$ cat config.mk
export PLATFORM = sky130hd
export DESIGN_NAME = rcts_out_stage_flat
export DESIGN_NICKNAME = d
export VERILOG_FILES = /design/src/design/rcts_pkg.sv /design/src/design/rcts_stream_if.sv /design/src/design/rcts_out_stage.sv /design/src/flat_wrapper.sv
export SDC_FILE = /design/constraint.sdc
export NUM_CORES = 1
export LEC_CHECK = 0
export BUFFER_PORTS_ARGS = -buffer_cell sky130_fd_sc_hd__buf_2
export CAP_MARGIN = 40
export CORE_AREA = 2 2 39 41
export CTS_BUF_LIST = sky130_fd_sc_hd__clkbuf_2 sky130_fd_sc_hd__clkbuf_4 sky130_fd_sc_hd__clkbuf_8
export DETAILED_ROUTE_END_ITERATION = 10
export DIE_AREA = 0 0 41 43
export GPL_ROUTABILITY_DRIVEN = 0
export GPL_TIMING_DRIVEN = 0
export PLACE_DENSITY = 0.42
export SLEW_MARGIN = 20
export SYNTH_ARGS = -nofsm -noshare
export SYNTH_HDL_FRONTEND = slang
export SYNTH_SLANG_ARGS = --single-unit
export TNS_END_PERCENT = 30
$ cat constraint.sdc
create_clock -name clk -period 1 [get_ports clk]
set_input_delay 0.2 -clock clk [delete_from_list [all_inputs] [get_ports clk]]
set_output_delay 0.2 -clock clk [all_outputs]
set_load 0.03 [all_outputs]
$ cat src/design/rcts_pkg.sv
// shared types and constants for the roi cell temporal smoother
`timescale 1ns / 1ps

package rcts_pkg;

    localparam int LevelW = 2;
    localparam int LevelCount = 4;
    localparam logic [LevelW-1:0] LevelMax = LevelW'(LevelCount - 1);

    localparam int HoldW = 8;
    localparam int GridW = 13;
    localparam int CfgDataW = 13;
    localparam int CfgIndexW = 1;

    localparam logic [CfgIndexW-1:0] RegHoldFrames = 1'b0;
    localparam logic [CfgIndexW-1:0] RegGridCells = 1'b1;

    localparam logic [HoldW-1:0] HoldFramesReset = 8'd3;
    localparam logic [GridW-1:0] GridCellsReset = 13'd4096;

    typedef struct packed {
        logic [LevelW-1:0] cell_level;
        logic              last_cell;
    } in_item_t;

    typedef struct packed {
        logic [LevelW-1:0] smoothed_level;
        logic              frame_end;
    } out_item_t;

    typedef struct packed {
        logic [LevelW-1:0] level;
        logic [HoldW-1:0]  count;
    } cell_entry_t;

endpackage

$ cat src/design/rcts_stream_if.sv
// valid/ready stream channel carrying one payload item per transfer
`timescale 1ns / 1ps

interface rcts_stream_if #(
    parameter type payload_t = logic
);
    logic     valid;
    logic     ready;
    payload_t payload;

    modport source (output valid, output payload, input ready);
    modport sink (input valid, input payload, output ready);
endinterface

$ cat src/design/rcts_out_stage.sv
// result register with skid entry so input keeps flowing while one result waits under output stall
`timescale 1ns / 1ps

module rcts_out_stage
    import rcts_pkg::*;
(
    input  logic      clk,
    input  logic      rst_n,
    input  logic      push,
    input  out_item_t push_data,
    output logic      can_push,
    rcts_stream_if.source result
);

    logic      main_valid_reg;
    logic      main_valid_next;
    logic      skid_valid_reg;
    logic      skid_valid_next;
    out_item_t main_reg;
    out_item_t main_next;
    out_item_t skid_reg;
    out_item_t skid_next;
    logic      pop;

    assign can_push = !skid_valid_reg;
    assign pop = main_valid_reg && result.ready;
    assign result.valid = main_valid_reg;
    assign result.payload = main_reg;

    always_comb
    begin
        main_valid_next = main_valid_reg;
        skid_valid_next = skid_valid_reg;
        main_next = main_reg;
        skid_next = skid_reg;
        if (skid_valid_reg)
        begin
            if (pop)
            begin
                main_next = skid_reg;
                skid_valid_next = 1'b0;
            end
        end
        else if (push)
        begin
            if (!main_valid_reg || pop)
            begin
                main_next = push_data;
                main_valid_next = 1'b1;
            end
            else
            begin
                skid_next = push_data;
                skid_valid_next = 1'b1;
            end
        end
        else if (pop)
        begin
            main_valid_next = 1'b0;
        end
    end

    always_ff @(posedge clk or negedge rst_n)
    begin
        if (!rst_n)
        begin
            main_valid_reg <= 1'b0;
            skid_valid_reg <= 1'b0;
        end
        else
        begin
            main_valid_reg <= main_valid_next;
            skid_valid_reg <= skid_valid_next;
        end
    end

    always_ff @(posedge clk)
    begin
        main_reg <= main_next;
        skid_reg <= skid_next;
    end

endmodule

$ cat src/flat_wrapper.sv
// flat-port wrapper written by rule: the top's interface ports become plain ports
module rcts_out_stage_flat import rcts_pkg::*;
  (clk, rst_n, push, push_data, can_push, result_valid, result_payload, result_ready);
  rcts_stream_if result_i ();
  input  logic clk;
  input  logic rst_n;
  input  logic push;
  input  out_item_t push_data;
  output logic can_push;
  output wire logic [$bits(result_i.valid)-1:0] result_valid;
  output wire logic [$bits(result_i.payload)-1:0] result_payload;
  input wire logic [$bits(result_i.ready)-1:0] result_ready;
  assign result_valid = result_i.valid;
  assign result_payload = result_i.payload;
  assign result_i.ready = result_ready;
  rcts_out_stage u_core (.clk(clk), .rst_n(rst_n), .push(push), .push_data(push_data), .can_push(can_push), .result(result_i));
endmodule
==> results.yml, run 1 <==
worst_setup_path:
  worstPathCellList: "inv_2, buf_6"
  reg2reg_slack_ns: -0.01
  startpoint: "u_core.skid_valid_reg"
  path_class: "flip-flop to output port"
  required_ns: 0.80
  crit_path_end: "can_push"
  r2r_start: "u_core.skid_valid_reg"
  slowest_delay_ns: 0.43
  critPathSlowestCell: "dfrtp_2"
  critical_path_arrival_ns: 0.84
  r2r_end: "u_core.result.payload"
  cp-end-kind: "output port"
  r2r_cells: 3
  critical_path_buf_inv_count: 2
  critical-path-top-delay-family: "flip-flops"
  crit_cells: 2
  crit_path_start_kind: "flip-flop"
  critical_path.max_fanout: 4
floorplan:
  num_rows: 14
  die_h_um: 43
  dieArea_um2: 1760
  start_util: 0.134
  ios: 10
  core_area_um2: 1380
  fp.dieW_um: 41
route:
  first_pass_iters: 2
  drt_iter0_markers: 1
  drc: 0
  ant_nets: 0
  wl_per_cell_um: 8.84
  totalWireLength_um: 389
  via_count: 156
  vias_per_cell: 3.55
global_route:
  grt_pass1_vias: 162
  track_usage: 0.0664
  antenna_found_initial: 0
  grt_max_degree: 6
  overflow: 0
  grt_pass1_wl_um: 648
placement:
  io_buffer_count: 7
  dp_hpwl_um: 279
  dp.cells: 38
timing:
  post-route-period-util: 1.04
  maxSlewHeadroom: 0.908
  finalCriticalPeriod_ns: 1.04
  finalWorstSetupSlack_ns: -0.0402
  fmax_mhz: 961
  rsz0062_at_grt: "true"
  hold_viol: 0
  setup_viol: 3
  slew_viol_final: 0
  finalClockSkew_ns: 0.00807
  worst_pin_slew_ns: 0.137
outcome:
  status: "complete, but fails checks"
  violations: "negative setup slack"
clock_network:
  cts_sinks: 4
  clock_path_buffers: 2
  insertion_delay_ns: 0.24
  clkTransAtPathRegs_ns: 0.04
  root_buffer: "clkbuf_4"
  h-tree-depth: 1
  cts_buffers: 3
  cts_tree: "yes"
synthesis:
  synth_fp_nets: 22
  synth_top_area_share: 0.324
  avgSynthCellArea_um2: 12.3
  synthTopCellsByArea: "edfxtp_1, dfrtp_1, mux2_4, nand2b_4, a21oi_1"
  synth_cells: 15
  ys_types: 11
  yosysTopAreaCell: "edfxtp_1"
  syn_area_um2: 185
  seq_area_frac_synth: 0.595
  ys_ff_latch: 4
  yosys_warnings: 0
finish:
  n_fill_cell: 150
  postLayoutCoreUtil: 0.227
  drive_gt1_frac: 0.714
  diodes: 0
  final_common_cell: "buf_2"
  nets: 36
  most-common-layout-cells: "buf_2, clkbuf_4"
  area_delta_synth_final_pct: 69.6
  layout.cells.non_filler: 44
hold_path:
  hold_class: "input pin to flip-flop"
power_and_ir_drop:
  powerDensity_nw_per_um2: 3300
  total_power_mw: 1.03
  vdd_drop_max_uv: 918
  leakagePower_nw: 0.138
flow_run:
  max_cap_viol_count: 0
[metrics by stage]
step	area (µm²)	worst slack [ns]	hold slack (ns)	setup TNS [ns]
5_1_grt	314	-0.0832	0.138	-0.226
2_1_floorplan	193	-0.0150	-0.0956	-0.0150
3_3_place_gp	248	-0.0809	-0.0147	-0.116
6_report	314	-0.0402	0.155	-0.0624
3_5_place_dp	248	-0.0988	-0.0146	-0.154
4_1_cts	314	-0.0579	0.138	-0.0943
[how the worst min path moves through the flow]
stage               cells after the start    startpoint  slack [ns]                    end
finish                                  1  push_data[0]        0.15     u_core.skid_reg[0]
global route                            1  push_data[0]        0.14     u_core.skid_reg[0]
CTS                                     1  push_data[0]        0.14     u_core.skid_reg[0]
detailed placement                      1         rst_n       -0.01  u_core.skid_valid_reg
global placement                        1         rst_n       -0.01  u_core.skid_valid_reg
floorplan                               0         rst_n        -0.1    u_core.result.valid
[synth_stat cells]
cell type and instances:
mux2_4 1, dfrtp_1 2, nor3_1 1, a21oi_1 2, a2bb2oi_1 1, nor2b_1 1, edfxtp_1 2, inv_1 2
o21ai_1 1, nand2_1 1, nand2b_4 1
[logic make-up after synthesis]
group           after synthesis  share of synthesized area
compound gates                4                      0.128
buf+inv                       2                     0.0406
flops                         4                      0.595
simple gates                  4                      0.155
mux                           1                     0.0811
[where the power goes]
| group | internal [mW] | total [mW] | switching (mW) |
|---|---|---|---|
| Clock | 0.177 | 0.251 | 0.0736 |
| Combinational | 0.226 | 0.464 | 0.237 |
| Sequential | 0.252 | 0.320 | 0.0678 |
| Total | 0.656 | 1.03 | 0.379 |
[layout make-up]
type	count	area, µm²	share of cell area
repair buffers	9	65.1	0.207
inverters	2	7.51	0.0239
well taps	16	20.0	0.0637
flip-flops and latches	4	113	0.359
multi-input cells	9	78.8	0.251
clock buffers	4	30.0	0.0956
[worst register-to-register path, stage by stage (launching register included)]
cell	delay, ns
dfrtp_2	0.40
buf_4	0.13
nand2_1	0.06
a2bb2oi_2	0.14
[per-layer routing]
| metal | vias to the layer above | GRT usage | part of all wire |
|---|---|---|---|
| met1 | 70 | 0.0583 | 0.45 |
| li1 | 78 | - | - |
| met5 | - | 0 | 0 |
| met4 | 0 | 0.0800 | 0 |
| met3 | 0 | 0.0681 | 0.14 |
| met2 | 8 | 0.0719 | 0.41 |
[timing repair]
action	CTS	global route
setup buffers	1	0
hold buffers	1	0
pin swaps	1	0
setup endpoints to repair	4	5
resized for setup	7	0
hold endpoints to repair	2	0
Power figures use the tool's default switching activity.
==> inputs of run 2 (changes only) <==
--- a/config.mk
+++ b/config.mk
@@ -8,12 +8,11 @@
 export BUFFER_PORTS_ARGS = -buffer_cell sky130_fd_sc_hd__buf_2
 export CAP_MARGIN = 40
 export CORE_AREA = 2 2 39 41
-export CTS_BUF_LIST = sky130_fd_sc_hd__clkbuf_2 sky130_fd_sc_hd__clkbuf_4 sky130_fd_sc_hd__clkbuf_8
+export CTS_BUF_LIST = sky130_fd_sc_hd__clkbuf_4
 export DETAILED_ROUTE_END_ITERATION = 10
 export DIE_AREA = 0 0 41 43
 export GPL_ROUTABILITY_DRIVEN = 0
-export GPL_TIMING_DRIVEN = 0
-export PLACE_DENSITY = 0.42
+export PLACE_DENSITY = 0.41
 export SLEW_MARGIN = 20
 export SYNTH_ARGS = -nofsm -noshare
 export SYNTH_HDL_FRONTEND = slang
==> constraint.sdc (replaced) <==
create_clock -name clk -period 1.2 [get_ports clk]
set_input_delay 0.24 -clock clk [delete_from_list [all_inputs] [get_ports clk]]
set_output_delay 0.24 -clock clk [all_outputs]
set_load 0.03 [all_outputs]
==> results.yml, run 2 (synthesis gave the netlist of run 1 again) <==
floorplan:
  die_h_um: 43
  ios: 10
  num_rows: 14
  dieArea_um2: 1760
  start_util: 0.134
  core_area_um2: 1380
  fp.dieW_um: 41
route:
  first_pass_iters: 2
  vias_per_cell: 3.67
  via_count: 165
  ant_nets: 0
  totalWireLength_um: 411
  drt_iter0_markers: 2
  wl_per_cell_um: 9.13
  drc: 0
finish:
  final_common_cell: "buf_2"
  nets: 37
  fin_area_um2: 299
  diodes: 0
  area_delta_synth_final_pct: 61.5
  drive_gt1_frac: 0.552
  layout.cells.non_filler: 45
  most-common-layout-cells: "buf_2, clkbuf_4"
worst_setup_path:
  reg2reg_slack_ns: 0.11
  critPathSlowestCell: "dfrtp_2"
  critical_path_arrival_ns: 0.90
  r2r_cells: 2
  r2r_end: "u_core.result.payload"
  worstPathCellList: "inv_1, clkbuf_4"
  required_ns: 0.96
  critical_path.max_fanout: 5
  crit_path_start_kind: "flip-flop"
  cp-end-kind: "output port"
  slowest_delay_ns: 0.42
  r2r_start: "u_core.skid_valid_reg"
  path_class: "flip-flop to output port"
placement:
  dp.cells: 38
  post-place-ws_ns: 0.110
  dp_hpwl_um: 279
  io_buffer_count: 7
  postPlaceCellArea_um2: 240
global_route:
  grt_max_degree: 7
  overflow: 0
  track_usage: 0.0677
  antenna_found_initial: 0
  grt_pass1_wl_um: 696
  grt_pass1_vias: 177
power_and_ir_drop:
  swShare: 0.368
  powerDensity_nw_per_um2: 2740
  intPower_uw: 518
  seq_power_share: 0.310
  clkPwrFrac: 0.254
  leakagePower_nw: 0.141
  vdd_drop_max_uv: 945
  combPwrFrac: 0.435
  switchingPower_uw: 301
clock_network:
  cts_sinks: 4
  clock_path_buffers: 2
  clkTransAtPathRegs_ns: 0.04
  cts_buffers: 3
  cts_tree: "yes"
  insertion_delay_ns: 0.24
  h-tree-depth: 1
  root_buffer: "clkbuf_4"
timing:
  rsz0062_at_grt: "false"
  fmax_mhz: 877
  slew_viol_final: 0
  finalClockSkew_ns: 0.00688
  finalCriticalPeriod_ns: 1.14
  tns_ns: 0
  maxSlewHeadroom: 0.872
  hold_viol: 0
  setup_viol: 0
  post-route-period-util: 0.951
  finalWorstSetupSlack_ns: 0.0592
  worst_pin_slew_ns: 0.190
flow_run:
  max_cap_viol_count: 0
hold_path:
  hold_class: "input pin to flip-flop"
  hold_end: "u_core.skid_reg[0]"
  holdCritStartpoint: "push_data[0]"
  hold_depth: 1
outcome:
  status: "finished clean"
-- run 2: cell count changes in the layout (fill, tap and decap cells not counted), sizes merged --
cell and change:
clkbuf +1
-- run 2: power groups by stage --
stage	registers [mW]	clock network (mW)	logic, mW
CTS	0.258	0.219	0.291
floorplan	0.311	0	0.155
global route	0.261	0.232	0.387
global placement	0.253	0	0.279
detailed placement	0.259	0	0.288
finish	0.254	0.208	0.357
-- run 2: how the worst max path moves through the flow --
stage	start	to	cells after the start
finish	u_core.skid_valid_reg	can_push	2
global route	u_core.skid_valid_reg	can_push	2
CTS	u_core.skid_valid_reg	can_push	2
detailed placement	u_core.skid_valid_reg	u_core.result.payload	2
global placement	u_core.skid_valid_reg	u_core.result.payload	2
floorplan	u_core.result.valid	u_core.skid_reg[0]	2
-- run 2: final cells by class --
cell class / count / area (µm²)
clock buffer: 4 / 30.0
tap: 16 / 20.0
inverter: 2 / 7.51
fill: 156 / 1080
sequential: 4 / 111
timing repair buffer: 10 / 62.6
multi-input combinational: 9 / 67.6
-- run 2: per-stage QoR --
step                power [mW]   util  hold slack (ns)
floorplan                0.466      -          -0.0556
global placement         0.532  0.174           0.0248
detailed placement       0.547  0.174           0.0292
CTS                      0.768  0.203            0.188
global route             0.880  0.216            0.190
finish                   0.819  0.216            0.196
-- run 2: what timing repair did --
action	CTS	global route
hold buffers	1	0
endpoints found under the setup margin	0	1
gates resized for setup	0	2
buffers inserted	0	2
endpoints found under the hold margin	2	0
-- run 2: worst max-delay path: cells and delay by family (launching register included) --
kind / cells / cell delay (ns)
buffers and inverters: 2 / 0.24
DFF: 1 / 0.42
-- run 2: metal layers --
layer	share of wire	global-route usage	routed length, µm	vias up
met1	0.40	0.0754	166	74
met4	0.015	0.0400	6	0
met3	0.16	0.0838	64	2
met2	0.42	0.0688	174	10
li1	-	-	-	79
met5	0	0	0	-
==> inputs of run 3 (changes only) <==
--- a/config.mk
+++ b/config.mk
@@ -5,6 +5,7 @@
 export SDC_FILE = /design/constraint.sdc
 export NUM_CORES = 1
 export LEC_CHECK = 0
+export ABC_CLOCK_PERIOD_IN_PS = 1200
 export BUFFER_PORTS_ARGS = -buffer_cell sky130_fd_sc_hd__buf_2
 export CAP_MARGIN = 40
 export CORE_AREA = 2 2 39 41
@@ -13,6 +14,7 @@
 export DIE_AREA = 0 0 41 43
 export GPL_ROUTABILITY_DRIVEN = 0
 export PLACE_DENSITY = 0.41
+export RECOVER_POWER = 25
 export SLEW_MARGIN = 20
 export SYNTH_ARGS = -nofsm -noshare
 export SYNTH_HDL_FRONTEND = slang
==> results.yml, run 3 (synthesis gave the netlist of run 1 again) <==
route:
  via_count: 164
  vias_per_cell: 3.64
  drt_iter0_markers: 1
  wl_per_cell_um: 9.11
  first_pass_iters: 2
  drc: 0
  totalWireLength_um: 410
  ant_nets: 0
hold_path:
  hold_end: "u_core.skid_reg[0]"
  holdCritStartpoint: "push_data[0]"
  hold_depth: 1
  hold_class: "input pin to flip-flop"
global_route:
  track_usage: 0.0677
  grt_pass1_vias: 177
  overflow: 0
  grt_max_degree: 7
  antenna_found_initial: 0
  grt_pass1_wl_um: 696
clock_network:
  cts_tree: "yes"
  cts_buffers: 3
  clkTransAtPathRegs_ns: 0.04
  root_buffer: "clkbuf_4"
  h-tree-depth: 1
  insertion_delay_ns: 0.24
  cts_sinks: 4
  clock_path_buffers: 2
finish:
  n_fill_cell: 157
  most-common-layout-cells: "clkbuf_4, buf_2"
  layout.cells.non_filler: 45
  diodes: 0
  postLayoutCoreUtil: 0.214
  drive_gt1_frac: 0.483
  nets: 37
  seqCellArea_um2: 111
  final_common_cell: "clkbuf_4"
  area_delta_synth_final_pct: 60.1
  multi_input_area_um2: 67.6
  fin_area_um2: 297
worst_setup_path:
  reg2reg_slack_ns: 0.11
  critical_path.max_fanout: 5
  critical_path_arrival_ns: 0.90
  crit_path_start_kind: "flip-flop"
  cp-end-kind: "output port"
  r2r_cells: 2
  required_ns: 0.96
  startpoint: "u_core.skid_valid_reg"
  path_class: "flip-flop to output port"
  r2r_start: "u_core.skid_valid_reg"
  r2r_end: "u_core.result.payload"
power_and_ir_drop:
  leakagePower_nw: 0.135
  powerDensity_nw_per_um2: 2760
  total_power_uw: 819
  vdd_drop_max_uv: 945
floorplan:
  num_rows: 14
  die_h_um: 43
  fp.dieW_um: 41
  dieArea_um2: 1760
  start_util: 0.134
  core_area_um2: 1380
  ios: 10
placement:
  post-place-ws_ns: 0.110
  io_buffer_count: 7
  dp_hpwl_um: 279
  dp.cells: 38
  postPlaceCellArea_um2: 240
timing:
  slew_viol_final: 0
  post-route-period-util: 0.951
  whs_ns: 0.211
  tns_ns: 0
  finalCriticalPeriod_ns: 1.14
  finalWorstSetupSlack_ns: 0.0587
  hold_viol: 0
  rsz0062_at_grt: "false"
  worst_pin_slew_ns: 0.190
  fmax_mhz: 876
  finalClockSkew_ns: 0.00657
  maxSlewHeadroom: 0.872
  setup_viol: 0
outcome:
  status: "finished clean"
flow_run:
  max_cap_viol_count: 0
run 3: cell types whose count changed in the layout (fill, tap and decap cells not counted), sizes merged:
| cell | delta |
|---|---|
| buf | -2 |
| clkbuf | +2 |
run 3: cell type report:
type,count,area share
flip-flops and latches,4,0.376
multi-input cells,9,0.228
repair buffers,10,0.203
clock buffers,4,0.101
well taps,16,0.0675
inverters,2,0.0253
run 3: worst max-delay path by stage:
stage / cells past startpoint / to / slack (ns)
4_1_cts: 2 / can_push / 0.005
5_1_grt: 2 / can_push / 0.03
3_5_place_dp: 2 / u_core.result.payload / 0.11
2_1_floorplan: 2 / u_core.skid_reg[0] / 0.06
3_3_place_gp: 2 / u_core.result.payload / 0.14
6_report: 2 / can_push / 0.06
run 3: per-layer routing:
layer / track usage / up-vias / wire (µm)
li1: - / 79 / -
met1: 0.0754 / 73 / 167
met2: 0.0688 / 10 / 173
met3: 0.0838 / 2 / 63
met4: 0.0400 / 0 / 6
met5: 0 / - / 0
run 3: what timing repair did:
item,4_1_cts,5_1_grt
buffers inserted,0,2
hold endpoints to repair,2,0
hold buffers,1,0
resized for setup,0,2
setup endpoints to repair,0,1
run 3: critical path, cell delays in order, from the launching register on:
cell      delay [ns]
dfrtp_2         0.42
inv_1           0.06
clkbuf_4        0.18
run 3: report_power, final:
| part | switching, mW | internal [mW] |
|---|---|---|
| combinational | 0.194 | 0.162 |
| clock | 0.0610 | 0.148 |
| sequential | 0.0473 | 0.207 |
| total | 0.302 | 0.517 |
